**src/hdl/sha256_stream_hasher_assert.svh**
```systemverilog
// assertion macros for the sha-256 stream hasher
`ifndef SHA256_STREAM_HASHER_ASSERT_SVH
`define SHA256_STREAM_HASHER_ASSERT_SVH
`ifndef SYNTHESIS
`define SHA_ASSERT_IMPL(label, a, c) \
	label: assert property (@(posedge clk) disable iff (!arst_n) (a) |-> (c)) \
		else $error("sha assertion failed");
`define SHA_ASSERT_NEXT(label, a, c) \
	label: assert property (@(posedge clk) disable iff (!arst_n) (a) |=> (c)) \
		else $error("sha assertion failed");
`else
`define SHA_ASSERT_IMPL(label, a, c)
`define SHA_ASSERT_NEXT(label, a, c)
`endif
`endif

```
**src/hdl/sha_pkg.sv**
```systemverilog
// shared constants and the rotr function for the sha-256 stream hasher
package sha_pkg;
	localparam int unsigned BlockBytes = 64;
	localparam int unsigned LengthPos = 56;
	localparam logic [7:0] PadMark = 8'h80;
	localparam logic [0:0] FuncAbsorb = 1'b0;
	localparam logic [0:0] FuncFinish = 1'b1;

	localparam logic [31:0] RoundK [64] = '{
		32'h428a2f98, 32'h71374491, 32'hb5c0fbcf, 32'he9b5dba5, 32'h3956c25b, 32'h59f111f1,
		32'h923f82a4, 32'hab1c5ed5, 32'hd807aa98, 32'h12835b01, 32'h243185be, 32'h550c7dc3,
		32'h72be5d74, 32'h80deb1fe, 32'h9bdc06a7, 32'hc19bf174, 32'he49b69c1, 32'hefbe4786,
		32'h0fc19dc6, 32'h240ca1cc, 32'h2de92c6f, 32'h4a7484aa, 32'h5cb0a9dc, 32'h76f988da,
		32'h983e5152, 32'ha831c66d, 32'hb00327c8, 32'hbf597fc7, 32'hc6e00bf3, 32'hd5a79147,
		32'h06ca6351, 32'h14292967, 32'h27b70a85, 32'h2e1b2138, 32'h4d2c6dfc, 32'h53380d13,
		32'h650a7354, 32'h766a0abb, 32'h81c2c92e, 32'h92722c85, 32'ha2bfe8a1, 32'ha81a664b,
		32'hc24b8b70, 32'hc76c51a3, 32'hd192e819, 32'hd6990624, 32'hf40e3585, 32'h106aa070,
		32'h19a4c116, 32'h1e376c08, 32'h2748774c, 32'h34b0bcb5, 32'h391c0cb3, 32'h4ed8aa4a,
		32'h5b9cca4f, 32'h682e6ff3, 32'h748f82ee, 32'h78a5636f, 32'h84c87814, 32'h8cc70208,
		32'h90befffa, 32'ha4506ceb, 32'hbef9a3f7, 32'hc67178f2
	};

	localparam logic [31:0] InitH [8] = '{
		32'h6a09e667, 32'hbb67ae85, 32'h3c6ef372, 32'ha54ff53a,
		32'h510e527f, 32'h9b05688c, 32'h1f83d9ab, 32'h5be0cd19
	};

	function automatic logic [31:0] rotr(input logic [31:0] x, input int unsigned n);
		rotr = (x >> n) | (x << (32 - n));
	endfunction
endpackage

```
**src/hdl/sha_core.sv**
```systemverilog
// sha-256 compression: one round per cycle, schedule in a 16-word window
module sha_core (
	input  logic                clk,
	input  logic                arst_n,
	input  logic                start,
	output logic                done,
	output logic [3:0]          wrd_addr,
	input  logic [31:0]         wrd_data,
	input  logic [255:0]        h_in,
	output logic [255:0]        h_out
);
	logic [5:0] rnd_q;
	logic       run_q;
	logic       load_q;
	logic       done_q;
	logic [31:0] a_q, b_q, c_q, d_q, e_q, f_q, g_q, h_q;
	logic [31:0] w_q [16];
	logic [31:0] wt, s0, s1, t1, t2, ch, mj, ep0, ep1;
	logic [5:0]  ri;

	// word address: fetch the word of the next round, for rounds 0..15
	assign wrd_addr = run_q ? (rnd_q[3:0] + 4'd1) : 4'd0;
	assign ri = rnd_q;

	always_comb begin
		s0 = sha_pkg::rotr(w_q[1], 7) ^ sha_pkg::rotr(w_q[1], 18) ^ (w_q[1] >> 3);
		s1 = sha_pkg::rotr(w_q[14], 17) ^ sha_pkg::rotr(w_q[14], 19) ^ (w_q[14] >> 10);
		wt = (ri < 6'd16) ? wrd_data : (w_q[0] + s0 + w_q[9] + s1);
		ep1 = sha_pkg::rotr(e_q, 6) ^ sha_pkg::rotr(e_q, 11) ^ sha_pkg::rotr(e_q, 25);
		ch = (e_q & f_q) ^ (~e_q & g_q);
		t1 = h_q + ep1 + ch + sha_pkg::RoundK[ri] + wt;
		ep0 = sha_pkg::rotr(a_q, 2) ^ sha_pkg::rotr(a_q, 13) ^ sha_pkg::rotr(a_q, 22);
		mj = (a_q & b_q) ^ (a_q & c_q) ^ (b_q & c_q);
		t2 = ep0 + mj;
	end

	always_ff @(posedge clk or negedge arst_n) begin
		if (!arst_n) begin
			run_q <= 1'b0;
			load_q <= 1'b0;
			done_q <= 1'b0;
			rnd_q <= '0;
		end else begin
			done_q <= 1'b0;
			if (start && !run_q && !load_q) begin
				load_q <= 1'b1;
				rnd_q <= '0;
			end else if (load_q) begin
				load_q <= 1'b0;
				run_q <= 1'b1;
			end else if (run_q) begin
				if (ri == 6'd63) begin
					run_q <= 1'b0;
					done_q <= 1'b1;
				end
				rnd_q <= rnd_q + 6'd1;
			end
		end
	end

	always_ff @(posedge clk) begin
		if (load_q) begin
			a_q <= h_in[255:224]; b_q <= h_in[223:192]; c_q <= h_in[191:160];
			d_q <= h_in[159:128]; e_q <= h_in[127:96];  f_q <= h_in[95:64];
			g_q <= h_in[63:32];   h_q <= h_in[31:0];
		end else if (run_q) begin
			h_q <= g_q; g_q <= f_q; f_q <= e_q; e_q <= d_q + t1;
			d_q <= c_q; c_q <= b_q; b_q <= a_q; a_q <= t1 + t2;
			for (int i = 0; i < 15; i++) w_q[i] <= w_q[i + 1];
			w_q[15] <= wt;
		end
	end

	assign done = done_q;
	assign h_out = {h_in[255:224] + a_q, h_in[223:192] + b_q, h_in[191:160] + c_q,
		h_in[159:128] + d_q, h_in[127:96] + e_q, h_in[95:64] + f_q,
		h_in[63:32] + g_q, h_in[31:0] + h_q};
endmodule

```
**src/hdl/sha_buf.sv**
```systemverilog
// block buffer memory: byte writes, 32-bit big-endian word reads
module sha_buf (
	input  logic        clk,
	input  logic        we,
	input  logic [5:0]  waddr,
	input  logic [7:0]  wdata,
	input  logic [3:0]  raddr,
	output logic [31:0] rdata
);
	logic [7:0] mem0 [16];
	logic [7:0] mem1 [16];
	logic [7:0] mem2 [16];
	logic [7:0] mem3 [16];
	logic [31:0] rd_q;

	always_ff @(posedge clk) begin
		if (we) begin
			case (waddr[1:0])
				2'd0: mem0[waddr[5:2]] <= wdata;
				2'd1: mem1[waddr[5:2]] <= wdata;
				2'd2: mem2[waddr[5:2]] <= wdata;
				default: mem3[waddr[5:2]] <= wdata;
			endcase
		end
		rd_q <= {mem0[raddr], mem1[raddr], mem2[raddr], mem3[raddr]};
	end

	assign rdata = rd_q;
endmodule

```
**src/hdl/sha256_stream_hasher.sv**
```systemverilog
// sha-256 stream hasher top level
// absorb requests are taken while idle; every 64th byte starts a compression that
// stalls requests through start, load, 64 rounds and write-back.
// finish pads byte by byte (mark, zero bytes, length, plus compressions), then
// emits eight digest words, one per cycle when the output is not stalled.
// asynchronous active-low reset restores initial hash values and clears counts.
`include "sha256_stream_hasher_assert.svh"
module sha256_stream_hasher (
	input  logic        clk,
	input  logic        arst_n,
	input  logic        in_valid,
	output logic        in_stall,
	input  logic [0:0]  func,
	input  logic [7:0]  data_byte,
	output logic        out_valid,
	input  logic        out_stall,
	output logic [31:0] digest_word,
	output logic [2:0]  word_index,
	output logic        last
);
	typedef enum logic [2:0] {
		ST_IDLE, ST_COMP, ST_PAD, ST_LEN, ST_OUT
	} state_t;

	state_t       state_q;
	logic [5:0]   cnt_q;
	logic [60:0]  msg_q;
	logic [63:0]  len_q;
	logic [2:0]   li_q;
	logic         fin_q;
	logic [255:0] hash_q;
	logic [255:0] h_new;
	logic [2:0]   oi_q;
	logic         ov_q;
	logic         comp_go_q;
	logic         core_done;
	logic         we;
	logic [7:0]   wdata;
	logic [3:0]   raddr;
	logic [31:0]  rdata;
	logic         acc;

	assign acc = in_valid && !in_stall;
	assign in_stall = (state_q != ST_IDLE);

	always_comb begin
		we = 1'b0;
		wdata = data_byte;
		case (state_q)
			ST_IDLE: begin
				we = acc;
				wdata = (func == sha_pkg::FuncAbsorb) ? data_byte : sha_pkg::PadMark;
			end
			ST_PAD: begin
				we = 1'b1;
				wdata = 8'h00;
			end
			ST_LEN: begin
				we = 1'b1;
				wdata = len_q[63:56];
			end
			default: we = 1'b0;
		endcase
	end

	sha_buf u_buf (
		.clk(clk), .we(we), .waddr(cnt_q), .wdata(wdata),
		.raddr(raddr), .rdata(rdata)
	);

	// the core starts on the cycle after a block fills
	sha_core u_core (
		.clk(clk), .arst_n(arst_n), .start(comp_go_q), .done(core_done),
		.wrd_addr(raddr), .wrd_data(rdata), .h_in(hash_q), .h_out(h_new)
	);

	// next phase after a pad byte lands at cnt_q
	function automatic state_t after_pad(input logic [5:0] c);
		after_pad = (c == 6'd55) ? ST_LEN : ST_PAD;
	endfunction

	always_ff @(posedge clk or negedge arst_n) begin
		if (!arst_n) begin
			state_q <= ST_IDLE;
			cnt_q <= '0;
			msg_q <= '0;
			len_q <= '0;
			li_q <= '0;
			fin_q <= 1'b0;
			oi_q <= '0;
			ov_q <= 1'b0;
			comp_go_q <= 1'b0;
			for (int i = 0; i < 8; i++) hash_q[255 - 32 * i -: 32] <= sha_pkg::InitH[i];
		end else begin
			comp_go_q <= 1'b0;
			case (state_q)
				ST_IDLE: begin
					if (acc) begin
						cnt_q <= cnt_q + 6'd1;
						if (func == sha_pkg::FuncAbsorb) begin
							msg_q <= msg_q + 61'd1;
							if (cnt_q == 6'd63) begin
								state_q <= ST_COMP;
								comp_go_q <= 1'b1;
								fin_q <= 1'b0;
							end
						end else begin
							len_q <= {msg_q, 3'b000};
							li_q <= '0;
							fin_q <= 1'b1;
							if (cnt_q == 6'd63) begin
								state_q <= ST_COMP;
								comp_go_q <= 1'b1;
							end else begin
								state_q <= after_pad(cnt_q);
							end
						end
					end
				end
				ST_PAD: begin
					cnt_q <= cnt_q + 6'd1;
					if (cnt_q == 6'd63) begin
						state_q <= ST_COMP;
						comp_go_q <= 1'b1;
					end else begin
						state_q <= after_pad(cnt_q);
					end
				end
				ST_LEN: begin
					cnt_q <= cnt_q + 6'd1;
					len_q <= {len_q[55:0], 8'h00};
					if (li_q == 3'd7) begin
						state_q <= ST_COMP;
						comp_go_q <= 1'b1;
						fin_q <= 1'b1;
					end else begin
						li_q <= li_q + 3'd1;
					end
				end
				ST_COMP: begin
					if (core_done) begin
						hash_q <= h_new;
						if (!fin_q) begin
							state_q <= ST_IDLE;
						end else if (li_q == 3'd7) begin
							state_q <= ST_OUT;
							oi_q <= '0;
							ov_q <= 1'b1;
						end else begin
							state_q <= ST_PAD;
						end
					end
				end
				ST_OUT: begin
					if (ov_q && !out_stall) begin
						oi_q <= oi_q + 3'd1;
						if (oi_q == 3'd7) begin
							ov_q <= 1'b0;
							state_q <= ST_IDLE;
							cnt_q <= '0;
							msg_q <= '0;
							fin_q <= 1'b0;
							li_q <= '0;
							for (int i = 0; i < 8; i++)
								hash_q[255 - 32 * i -: 32] <= sha_pkg::InitH[i];
						end
					end
				end
				default: state_q <= ST_IDLE;
			endcase
		end
	end

	assign out_valid = ov_q;
	assign digest_word = hash_q[255 - 32 * oi_q -: 32];
	assign word_index = oi_q;
	assign last = (oi_q == 3'd7);

	`SHA_ASSERT_IMPL(a_stall_busy, state_q == ST_COMP, in_stall)
	`SHA_ASSERT_IMPL(a_out_only_out, out_valid, state_q == ST_OUT)
	`SHA_ASSERT_NEXT(a_last_ends, out_valid && last && !out_stall, state_q == ST_IDLE)
endmodule
```
**config.mk**
```make
export PLATFORM = sky130hd
export DESIGN_NAME = sha256_stream_hasher
export DESIGN_NICKNAME = d
export VERILOG_FILES = /design/src/hdl/sha_pkg.sv /design/src/hdl/sha_core.sv /design/src/hdl/sha_buf.sv /design/src/hdl/sha256_stream_hasher.sv
export VERILOG_INCLUDE_DIRS = /design/src /design/src/hdl
export SDC_FILE = /design/constraint.sdc
export NUM_CORES = 2
export LEC_CHECK = 0
export BUFFER_PORTS_ARGS = -buffer_cell sky130_fd_sc_hd__buf_2
export CAP_MARGIN = 20
export CORE_ASPECT_RATIO = 1.25
export CORE_MARGIN = 4
export CORE_UTILIZATION = 35
export CTS_BUF_LIST = sky130_fd_sc_hd__clkbuf_2
export DETAILED_ROUTE_END_ITERATION = 8
export SYNTH_ARGS = -nofsm -noshare
export SYNTH_HDL_FRONTEND = slang
export SYNTH_SLANG_ARGS = --single-unit
```
**constraint.sdc**
```tcl
create_clock -name clk -period 14.3 [get_ports clk]
set_input_delay 1.43 -clock clk [delete_from_list [all_inputs] [get_ports clk]]
set_output_delay 1.43 -clock clk [all_outputs]
set_load 0.03 [all_outputs]
```
==> metrics <==
htree depth=5; delay-heaviest family, CP=compound AO/OA/AOI/OAI gates; footprint of the multi-input gates=41300 sq um; Die Ht=587 um; Worst Path Class, Setup=reg2reg; EDFF count, synth=1280; # Max-Cap Violations=0; Final period util=77.1%; Starting Density=35.2%; initial antenna violation count=18; Synth Net Count=8552; CTS Hold Bufs=2; measured slew at the worst slew-check pin=1.20 ns; RSZ-0062 raised after global routing=no; number of fill cells=26000; drt total wl=287 mm; drt via density=5.42; Mapped Area=93700 sq um; Final Hold Fails=0; fin. max-slew vios=0; worst hold slack=0.370 ns; Netlist cell types=103; Worst Hold Class=in2reg; clk slew on worst S/H paths=0.11 ns; #FFs+latches synth=1717; Die X-Extent=471 um; Yosys warnings=0; commonest non-fill, non-tap cell in the layout=edfxtp_1; IO Pins=51; Nets=8744; Reg area=49400 sq um; CP Data Required Time=15.73 ns; Max FO, Critical Path=5; HPWL Detailed=202 mm; asr flop ratio synth=23.6%; DRC=0; vias in the first global route=66000; status=finished clean; CP arrival=12.46 ns; clock latency at the later pin of the worst-skew pair=1.77 ns; most frequent cells in the layout=1280 x edfxtp_1, 662 x clkbuf_2, 605 x nor2_1, 570 x nand2_1, 557 x a21oi_1; fin crit period=11.02 ns; largest net degree at the start of global routing=156; Mapped Cells=7931; Via Count=65200; clock sinks=1717; layout cell share with drive strength beyond 1=18.4%; IO Port Bufs=50; grt ovf=0; Setup Fix Bufs, Post-CTS=0; final setup skew=0.325 ns; startpoint types=register; crit-path most repeated cell=fa_1; total CTS buffers=434; CTS Root Cell=clkbuf_2; row count=212; Area Growth Syn to Fin=8.83%; post-cts resize count=0; overall routing resource usage=20.2%; CTS tree=done; WP buf/inv=2; sequential cell area fraction in the yosys report=52.7%; Top FF cell, synth=edfxtp_1; die area=276000 sq um; Max Root-Sink Buffers=4; crit end category=register; global-route wire length before repair=428 mm; post-layout util=38.3%; core area=267000 sq um; setup TNS=0 ns; Worst path max stage delay=0.69 ns; final setup fails=0; WL per Instance=23.9 um; total iterations of the first detailed-routing run=6; Final ANT Viol Nets=0; worst rel slew slack=20.3%; synthesized area per cell=11.8 sq um; Slowest cell on crit path=o41ai_1; gpl congestion=0.953; initial DRC count=5384; maximum clock frequency=0.0907 GHz
## sequential cells by signal, summed over array words and instances, names as in the netlist, 61 cells and up
register,count
u_core.w_q,512
hash_q,256
u_buf.mem0,128
u_buf.mem1,128
u_buf.mem2,128
u_buf.mem3,128
len_q,61
msg_q,61
## final cells by class
cell class	instances	share of cell area, %
clock buffers	662	3.25
well taps	3531	4.33
inverters	466	1.72
clock inverters	129	0.801
repair buffers	132	0.952
diodes	10	0.0245
multi-input cells	5372	40.5
flip-flops and latches	1717	48.4
## final timing paths
check                                    from           endpoint  slack (ns)  depth (start not counted)
min reg2reg                u_core.w_q[10][15]  u_core.w_q[9][15]        0.39                          0
max                        u_core.w_q[14][21]     u_core.a_q[29]        3.28                         39
max in group asynchronous              arst_n        hash_q[121]       11.69                          4
min in group asynchronous              arst_n        hash_q[200]        0.39                          2
max reg2reg                u_core.w_q[14][21]     u_core.a_q[29]        3.28                         39
min                                  in_valid           cnt_q[0]        0.37                          5
## cells in the mapped netlist, types with 32 or more instances
master,instances,area (sq um)
nand2b_1,63,394
xor2_1,231,2020
o32ai_1,34,298
clkbuf_1,315,1180
nand3_1,105,526
nor2b_1,43,269
ha_1,413,5170
dfstp_2,136,3570
xnor2_1,380,3330
mux4_2,75,1690
o21ai_0,400,2000
buf_1,49,184
inv_1,463,1740
a211oi_1,50,375
fa_1,195,3900
a21o_1,197,1480
o21bai_1,64,480
nand2_1,576,2160
and3_1,38,238
edfxtp_1,1280,38400
nor2_1,610,2290
o21a_1,58,435
dfrtp_1,269,6730
nor3_1,87,435
a221oi_1,98,858
a21oi_1,559,2800
o21ai_1,42,210
dfxtp_1,32,641
or3_1,36,225
mux2i_1,57,571
mux2_2,417,4700
a31oi_1,99,619
## per-layer routing
layer / wire [um] / vias up / part of all wire [%] / track usage [%]
met5: 85 / - / 0.030 / 0
met4: 12600 / 12 / 4.4 / 8.41
met3: 16300 / 564 / 5.7 / 3.34
met2: 141000 / 2248 / 49 / 34.3
met1: 118000 / 32800 / 41 / 25.6
li1: - / 29500 / - / -
## worst min-delay path: stages
cell     delay (ns)
buf_2          0.14
a21oi_1        0.15
nor2_1         0.10
nor2_1         0.10
a21oi_1        0.05
## metrics by stage
step | cells | setup slack (ns) | cell area, sq um
after floorplan | 7931 | 2.85 | 93700
after global placement | 11200 | 3.36 | 97800
after detailed placement | 11200 | 3.30 | 97800
after CTS | 12000 | 3.23 | 102000
after global routing | 12000 | 2.43 | 102000
final | 12000 | 3.28 | 102000
## cells by family (layout without fill, tap and decap cells)
| kind of cell | count (synthesis) | count (layout) | share of synthesized area, % |
|---|---|---|---|
| xor gates and xnor gates | 611 | 611 | 5.71 |
| buffers and inverters | 842 | 1389 | 3.40 |
| other | 0 | 10 | 0 |
| muxes | 549 | 549 | 7.42 |
| adders and majority gates | 627 | 627 | 9.88 |
| and+or+nand+nor | 1705 | 1705 | 8.08 |
| DFF | 1717 | 1717 | 52.7 |
| AOI/OAI and AO/OA | 1880 | 1880 | 12.8 |
Power is not shown: default switching activity piles up to over one toggle a cycle in this logic, so the estimate is an artifact.
